===== src/rtl/selc_pkg.sv =====
// Shared types, constants and widths for the sparse empty line compactor.
// Depends on nothing; selc_maps, selc_seq and the top level refer to it by scoped names.
package selc_pkg;

   // Largest matrix dimensions that the line maps can hold.
   localparam int MAX_ROWS  = 4096;
   localparam int MAX_COLS  = 4096;
   localparam int MAX_LINES = (MAX_ROWS > MAX_COLS) ? MAX_ROWS : MAX_COLS;

   // Address widths of the row and column memories.
   localparam int ROW_AW = $clog2(MAX_ROWS);
   localparam int COL_AW = $clog2(MAX_COLS);

   // Walk counter width: holds a line index and the line count itself.
   localparam int IDX_W = $clog2(MAX_LINES) + 1;

   // Field widths of the request and response channels.
   localparam int ENTRY_W = 12;
   localparam int DIM_W   = 13;

   // A memory word is the used flag over the inclusive empty-line count.
   localparam int WORD_W = DIM_W + 1;

   // Configuration port.
   localparam int CSR_IDX_W = 2;
   localparam logic [CSR_IDX_W-1:0] CSR_NUM_ROWS = 2'd0;
   localparam logic [CSR_IDX_W-1:0] CSR_NUM_COLS = 2'd1;
   localparam logic [DIM_W-1:0]     DIM_RESET    = 13'd4096;

   // Request actions.
   typedef enum logic [1:0] {
      ACT_CLEAR = 2'd0,
      ACT_MARK  = 2'd1,
      ACT_BUILD = 2'd2,
      ACT_REMAP = 2'd3
   } action_type;

   // One cycle of access to the row memory.
   typedef struct packed {
      logic              rd_en;
      logic [ROW_AW-1:0] rd_addr;
      logic              wr_en;
      logic [ROW_AW-1:0] wr_addr;
      logic [WORD_W-1:0] wr_data;
   } row_req_type;

   // One cycle of access to the column memory.
   typedef struct packed {
      logic              rd_en;
      logic [COL_AW-1:0] rd_addr;
      logic              wr_en;
      logic [COL_AW-1:0] wr_addr;
      logic [WORD_W-1:0] wr_data;
   } col_req_type;

   // Status of the walk sequencer toward the top level.
   typedef struct packed {
      logic             busy;
      logic             done;
      logic [DIM_W-1:0] empty_rows;
      logic [DIM_W-1:0] empty_cols;
   } seq_stat_type;

endpackage


===== src/rtl/selc_seq.sv =====
// Walk sequencer: sweeps the line memories for the clear pass and the count build.
// Depends on selc_pkg; its reads and writes go to selc_maps through the top level.
module selc_seq (
   input  logic                         clock,
   input  logic                         reset,
   input  logic                         start_clear,
   input  logic                         start_build,
   input  logic [selc_pkg::DIM_W-1:0]   dim_rows,
   input  logic [selc_pkg::DIM_W-1:0]   dim_cols,
   input  logic [selc_pkg::WORD_W-1:0]  row_rd,
   input  logic [selc_pkg::WORD_W-1:0]  col_rd,
   output selc_pkg::row_req_type        row_req,
   output selc_pkg::col_req_type        col_req,
   output selc_pkg::seq_stat_type       stat
);

   typedef enum logic [1:0] {
      S_IDLE,
      S_CLEAR,
      S_BUILD,
      S_FINISH
   } state_type;

   state_type                   state_ff,   state_in;
   logic [selc_pkg::IDX_W-1:0]  idx_ff,     idx_in;
   logic [selc_pkg::IDX_W-1:0]  len_ff,     len_in;
   logic [selc_pkg::IDX_W-1:0]  row_lim_ff, row_lim_in;
   logic [selc_pkg::IDX_W-1:0]  col_lim_ff, col_lim_in;
   logic                        zero_ff,    zero_in;
   logic                        wb_valid_ff, wb_valid_in;
   logic [selc_pkg::IDX_W-1:0]  wb_addr_ff, wb_addr_in;
   logic [selc_pkg::DIM_W-1:0]  acc_row_ff, acc_row_in;
   logic [selc_pkg::DIM_W-1:0]  acc_col_ff, acc_col_in;

   logic                        walking;
   logic                        building;
   logic                        done;
   logic [selc_pkg::DIM_W-1:0]  row_step;
   logic [selc_pkg::DIM_W-1:0]  col_step;
   logic [selc_pkg::DIM_W-1:0]  dim_max;

   assign walking  = (state_ff == S_CLEAR) || (state_ff == S_BUILD);
   assign building = (state_ff == S_BUILD);
   assign dim_max  = (dim_rows > dim_cols) ? dim_rows : dim_cols;

   // Running empty counts include the line being written back.
   assign row_step = acc_row_ff + {{(selc_pkg::DIM_W-1){1'b0}}, ~row_rd[selc_pkg::WORD_W-1]};
   assign col_step = acc_col_ff + {{(selc_pkg::DIM_W-1){1'b0}}, ~col_rd[selc_pkg::WORD_W-1]};

   // Next state, read issue and write-back of the walk.
   always_comb begin
      state_in    = state_ff;
      idx_in      = idx_ff;
      len_in      = len_ff;
      row_lim_in  = row_lim_ff;
      col_lim_in  = col_lim_ff;
      zero_in     = zero_ff;
      wb_valid_in = 1'b0;
      wb_addr_in  = wb_addr_ff;
      acc_row_in  = acc_row_ff;
      acc_col_in  = acc_col_ff;
      row_req     = '0;
      col_req     = '0;
      done        = 1'b0;

      unique case (state_ff)
         S_IDLE: begin
            if (start_clear) begin
               state_in   = S_CLEAR;
               idx_in     = '0;
               len_in     = selc_pkg::IDX_W'(selc_pkg::MAX_LINES);
               row_lim_in = selc_pkg::IDX_W'(selc_pkg::MAX_ROWS);
               col_lim_in = selc_pkg::IDX_W'(selc_pkg::MAX_COLS);
               zero_in    = 1'b0;
            end else if (start_build) begin
               state_in   = S_BUILD;
               idx_in     = '0;
               len_in     = selc_pkg::IDX_W'(dim_max);
               row_lim_in = selc_pkg::IDX_W'(dim_rows);
               col_lim_in = selc_pkg::IDX_W'(dim_cols);
               zero_in    = 1'b0;
               acc_row_in = '0;
               acc_col_in = '0;
            end
         end
         S_CLEAR, S_BUILD: begin
            // Leave once every read is issued and the last write-back is done.
            if ((idx_ff == len_ff) && !wb_valid_ff) begin
               state_in = building ? S_FINISH : S_IDLE;
            end
         end
         S_FINISH: begin
            done     = 1'b1;
            state_in = S_IDLE;
         end
         default: begin
            state_in = S_IDLE;
         end
      endcase

      // Issue one read of each memory per cycle.
      if (walking && (idx_ff != len_ff)) begin
         row_req.rd_en   = 1'b1;
         row_req.rd_addr = selc_pkg::ROW_AW'(idx_ff);
         col_req.rd_en   = 1'b1;
         col_req.rd_addr = selc_pkg::COL_AW'(idx_ff);
         wb_valid_in     = 1'b1;
         wb_addr_in      = idx_ff;
         idx_in          = idx_ff + 1'b1;
      end

      // Write back the word read in the previous cycle.
      if (walking && wb_valid_ff && (wb_addr_ff < row_lim_ff)) begin
         row_req.wr_en   = 1'b1;
         row_req.wr_addr = selc_pkg::ROW_AW'(wb_addr_ff);
         if (building) begin
            row_req.wr_data = {row_rd[selc_pkg::WORD_W-1], row_step};
            acc_row_in      = row_step;
         end else begin
            row_req.wr_data = {1'b0, zero_ff ? {selc_pkg::DIM_W{1'b0}} :
                                               row_rd[selc_pkg::DIM_W-1:0]};
         end
      end
      if (walking && wb_valid_ff && (wb_addr_ff < col_lim_ff)) begin
         col_req.wr_en   = 1'b1;
         col_req.wr_addr = selc_pkg::COL_AW'(wb_addr_ff);
         if (building) begin
            col_req.wr_data = {col_rd[selc_pkg::WORD_W-1], col_step};
            acc_col_in      = col_step;
         end else begin
            col_req.wr_data = {1'b0, zero_ff ? {selc_pkg::DIM_W{1'b0}} :
                                               col_rd[selc_pkg::DIM_W-1:0]};
         end
      end
   end

   // State and walk registers; reset starts a clearing pass that zeroes every word.
   always_ff @(posedge clock) begin
      if (reset) begin
         state_ff    <= S_CLEAR;
         idx_ff      <= '0;
         len_ff      <= selc_pkg::IDX_W'(selc_pkg::MAX_LINES);
         row_lim_ff  <= selc_pkg::IDX_W'(selc_pkg::MAX_ROWS);
         col_lim_ff  <= selc_pkg::IDX_W'(selc_pkg::MAX_COLS);
         zero_ff     <= 1'b1;
         wb_valid_ff <= 1'b0;
      end else begin
         state_ff    <= state_in;
         idx_ff      <= idx_in;
         len_ff      <= len_in;
         row_lim_ff  <= row_lim_in;
         col_lim_ff  <= col_lim_in;
         zero_ff     <= zero_in;
         wb_valid_ff <= wb_valid_in;
      end
   end

   // Write-back address and running counts.
   always_ff @(posedge clock) begin
      wb_addr_ff <= wb_addr_in;
      acc_row_ff <= acc_row_in;
      acc_col_ff <= acc_col_in;
   end

   assign stat.busy       = (state_ff != S_IDLE);
   assign stat.done       = done;
   assign stat.empty_rows = acc_row_ff;
   assign stat.empty_cols = acc_col_ff;

endmodule


===== config.mk =====
export PLATFORM = sky130hd
export DESIGN_NAME = selc_seq
export DESIGN_NICKNAME = d
export VERILOG_FILES = /design/src/rtl/selc_pkg.sv /design/src/rtl/selc_seq.sv
export SDC_FILE = /design/constraint.sdc
export NUM_CORES = 1
export LEC_CHECK = 0
export BUFFER_PORTS_ARGS = -buffer_cell sky130_fd_sc_hd__buf_2
export CAP_MARGIN = 15
export CORE_UTILIZATION = 53
export CTS_CLUSTER_DIAMETER = 50
export DETAILED_ROUTE_END_ITERATION = 12
export PLACE_DENSITY_LB_ADDON = 0.08
export SLEW_MARGIN = 20
export SYNTH_ARGS = -nofsm -noshare
export SYNTH_HDL_FRONTEND = slang
export SYNTH_SLANG_ARGS = --single-unit

===== constraint.sdc =====
create_clock -name clock -period 3.2 [get_ports clock]
set_input_delay 0.48 -clock clock [delete_from_list [all_inputs] [get_ports clock]]
set_output_delay 0.48 -clock clock [all_outputs]
set_load 0.05 [all_outputs]

### After elaboration in Yosys (flattened, before gate mapping)

Cells that the tools add are included.

* add/sub/neg operators: 3
* $lt $le $gt $ge: 3
* equality and inequality tests: 7
* muxes and demuxes: 37
* bitwise logic cells: 2
* reduce and logical (&&, ||, !) cells: 16

Operators with widths (count)
* $mux 13: 24
* $mux 27: 2
* $mux 14: 2
* $add 13x1->13: 2
* $lt 13x13->1: 2
* $add 13x1->13 const B: 1
* $eq 13x13->1: 1
* $gt 13x13->1: 1
* $ne 13x13->1: 1
* $mux 2: 4
* $pmux 2 s3: 1
* $reduce_and 2->1: 3
* $reduce_bool 2->1: 3
* $logic_and 1x1->1: 5
* $eq 2x2->1 const B: 2
* $mux 1: 4
* $ne 3x3->1 const B: 1
* $reduce_bool 3->1: 1
* $eq 2x1->1 const B: 1
* $logic_not 2->1: 1
* $ne 2x2->1 const B: 1
* $not 1->1: 2
* $reduce_or 2->1: 1
* $logic_not 1->1: 1
* $logic_or 1x1->1: 1

* bits in registers: 95
* bits of input ports: 58
* output and inout bits: 108
* logic and storage cells: 78

### Longest topological paths before layout

* word-level depth: 5
* depth in mapped cells: 10
* depth with buffers taken out: 9

### Worst setup path after synthesis

Ideal clock, no wire load.

* path type: reg-to-output
* start: register acc_col_ff[0] (netlist bit)
* end: output col_req[12] (netlist bit)
* arrival: 2833 ps
* data required time: 2720 ps
* path slack: -113 ps
* cell stages (with the launch flop): 9
* buffers on the path: 0
* cell sequence: dfxtp_1 -> ha_1 -> ha_1 -> nand4_1 -> or3_1 -> or3_1 -> nand2_1 -> a22oi_1 -> nor2_1

RTL lines
* from (decl): RTL line selc_seq.sv:33 `logic [selc_pkg::DIM_W-1:0] acc_col_ff, acc_col_in;`
* from (signal assigned): RTL line selc_seq.sv:162 `acc_col_ff <= acc_col_in;`
* to (decl): RTL line selc_seq.sv:13 `output selc_pkg::col_req_type col_req,`

==> summary.txt <==
Setup path
  – Largest fanout on the critical path: 6
  – Critical Path Sink Type: primary output
  – Register-to-Register Setup Slack: 540 ps
  – Logic depth of the worst register-to-register path: 7
  – Max stage delay on crit path: approximately 400 ps
  – Crit path cell chain: buf_4 > ha_1 > nand4_1 > nor2_1 > a21oi_2 > and2_1 > o21ai_4 > clkinvlp_4 > and2_1 > buf_4
  – Startpoint Class: register
  – Crit Path Class: reg2out
  – Worst Path Required: between 2000 and 3000 ps
  – Crit-path slowest cell: edfxtp_1
  – Data arrival time of the critical path: ~2700 ps

Synth
  – Top cell type by total area after synthesis: dfxtp_1
  – Netlist area before placement: 6010 µm²
  – Number of synthesized register bits: 95
  – Cell types occupying the most area after synthesis: dfxtp_1 (27%), ha_1 (9.4%), edfxtp_1 (6.5%)
  – Number of synthesized flops with an enable pin: 13
  – Synthesized area per cell: roughly 8.5 µm²
  – Number of warnings reported in the yosys synthesis log: 0
  – Synth Net Count: 808
  – Commonest cells post-synth: dfxtp_1 (82), nor2_1 (73), and2_1 (59)
  – Async set or reset register ratio after synthesis: 0%
  – Top cell type's share of synthesized area: 27.32%
  – Sequential area share after synthesis: between 30% and 40%
  – Count of distinct cell types in the synthesized netlist: 57
  – Most common cell in the synthesized netlist: dfxtp_1
  – Gate Count Post-Synth: 705
  – Most frequently used flop master after synthesis: dfxtp_1

Power and ir drop
  – Power Total: between 0.004 and 0.005 W
  – VDD IR max: 0.0007917 V
  – Total power divided by cell area: about 670 nW/µm²
  – Reported leakage power: 3.449 nW

Timing
  – Setup repair after global routing missed its margin: true
  – Clock tree skew after final layout: 8.670 ps
  – Final worst-path setup slack: 13.48 ps
  – Setup TNS: 0 ps
  – Slew at the pin closest to its max-slew limit: between 800 and 900 ps
  – Maximum clock rate: between 300 and 400 MHz
  – Slew HR: a little over two fifths
  – Final-report setup violation count: 0
  – Number of max-slew violations in the final report: 0
  – Hold Violations, Final: 0
  – Ratio of final minimum period to clock period: 99.58%
  – Tightest hold margin: 410.9 ps
  – Minimum clock period after layout: 3187 ps

Placement
  – Quantity of I/O buffers inserted on ports: 165
  – Detailed-placement wirelength estimate: 12150 µm
  – Setup Slack @ Placement: around 170 ps
  – Final GP Congestion: between 0.8 and 0.9

CTS
  – CTS H-tree lvls: 3
  – Clock buffers created by TritonCTS: 9
  – Clock root buffer: clkbuf_16
  – Number of sinks on the clock net: 95
  – Clk Latency, worst-skew pair: 350 ps
  – Post-CTS Hold Fix Bufs: 0
  – TritonCTS clock tree: done
  – Clock Pin Slew Worst Setup and Hold Paths: approximately 70 ps
  – Clock Path Buffers: 2

Status
  – Status: finished clean

Detailed routing
  – Vias per cell: 5.568
  – Residual DRC: 0
  – Detailed-route wire length per cell: 16.76 µm
  – Via Count: 5579
  – Violation count after the first detailed-routing iteration: 352
  – Final antenna-violating net count: 0
  – First-pass iteration count of the detailed router: 5
  – Total length of routed wires: 16790 µm

Layout
  – FF+latch area: ~2000 µm²
  – Count of filler cells inserted in the layout: 941
  – Multi-input combinational cell area: 3583 µm²
  – Nets: 960
  – Synthesis-to-layout area growth: 22.96%
  – Antenna fix cells: 0
  – Share of post-route cells with drive strength above 1: 29.58%

Worst hold path
  – Worst hold path stage count: 3
  – Classification of the worst-slack hold path: in2reg

Floorplan
  – Width of the die: 108.5 µm
  – Top Ports: between 150 and 200
  – FP Rows: 38
  – Core region area: around 11000 µm²
  – Height of the die: 108.5 µm
  – Die outline area: 11770 µm²
  – Initial Util: 54.95%

Job
  – Number of maximum-capacitance constraint violations: 0

GRT
  – Initial antenna violation count: 1
  – Remaining Overflow, GRT: 0
  – Vias in the first global route: 5093
  – Largest net degree at the start of global routing: 38
  – All-Layer GR Usage: 27.75%
  – Global-route wire length before repair: 24850 µm
-- timing repair --
item / 4_1_cts / 5_1_grt
resized for setup: 15 / 57
pin swaps: 0 / 9
setup buffers: 0 / 1
endpoints found under the setup margin: 14 / 47
gates cloned: 0 / 3
-- metrics by stage --
step | area [µm²] | cells | utilization, %
5_1_grt | 7390 | 1002 | 67.57
2_1_floorplan | 6012 | 705 | -
3_3_place_gp | 6887 | 982 | 62.97
4_1_cts | 7236 | 998 | 66.17
3_5_place_dp | 6887 | 982 | 62.97
6_report | 7390 | 1002 | 67.57
-- report_power, final --
group          leakage (nW)  internal [W]  switching [W]
clock                 0.140      0.000616       0.000510
combinational          2.49      0.000704        0.00164
sequential            0.816       0.00135       0.000117
total                  3.45       0.00267        0.00227
-- worst paths after layout --
| check | start | to |
|---|---|---|
| worst max-delay path | wb_addr_ff[7] | col_req[15] |
| worst min-delay path | dim_cols[2] | col_lim_ff[2] |
| worst max register to register | wb_addr_ff[4] | acc_row_ff[10] |
| worst min register to register | zero_ff | zero_ff |
-- logic make-up (layout without fill, tap and decap cells) --
kind of cell / Yosys count / after routing / share of synthesized area, %
and+or+nand+nor: 256 / 256 / 22.17
muxes: 35 / 35 / 6.204
xor gates and xnor gates: 31 / 31 / 4.518
AOI/OAI and AO/OA: 141 / 142 / 16.09
adders and majority gates: 45 / 45 / 9.369
buffers and inverters: 102 / 258 / 7.829
DFF: 95 / 95 / 33.81
-- metal layers --
metal | up-vias | part of all wire (%) | track usage (%)
met5 | - | 0.077 | 0
met4 | 2 | 2.4 | 11.87
met3 | 26 | 5.7 | 4.400
met2 | 196 | 48 | 48.78
met1 | 2609 | 44 | 33.35
li1 | 2746 | - | -
-- worst max-delay path, delay by kind of cell (launching register included) --
kind,cells,cell delay (ps)
and+or+nand+nor,4,700
buffers and inverters,3,620
DFF,1,400
AOI/OAI and AO/OA,2,330
adders and majority gates,1,300
-- sequential cells by signal, summed over array words and instances (netlist names) --
name and count:
acc_col_ff 13, zero_ff 1, col_lim_ff 13, acc_row_ff 13, wb_valid_ff 1, idx_ff 13
state_ff 2, wb_addr_ff 13, len_ff 13, row_lim_ff 13
-- layout by cell type (no fill, tap or decap), types with 11 or more instances in the layout --
cell type	netlist	layout
buf_2	4	127
dfxtp_1	82	82
nor2_1	73	71
inv_1	55	54
and2_1	59	50
a22oi_1	48	48
nand2_1	46	46
ha_1	45	44
buf_4	16	44
o21ai_0	28	27
xor2_1	22	22
a21oi_1	22	21
mux2_2	18	18
mux2i_1	17	17
nand3_1	16	16
edfxtp_1	13	13
nand4_1	11	11
clkbuf_4	0	11
-- layout make-up --
type | count | area share, %
clock buffer | 9 | 3.048
timing repair buffer | 183 | 14.34
sequential | 95 | 27.50
clock inverter | 7 | 1.101
multi-input combinational | 509 | 48.49
tap | 140 | 2.370
inverter | 57 | 2.946
timing repair inverter | 2 | 0.2032
No activity file was read; power rests on OpenSTA's default activity.
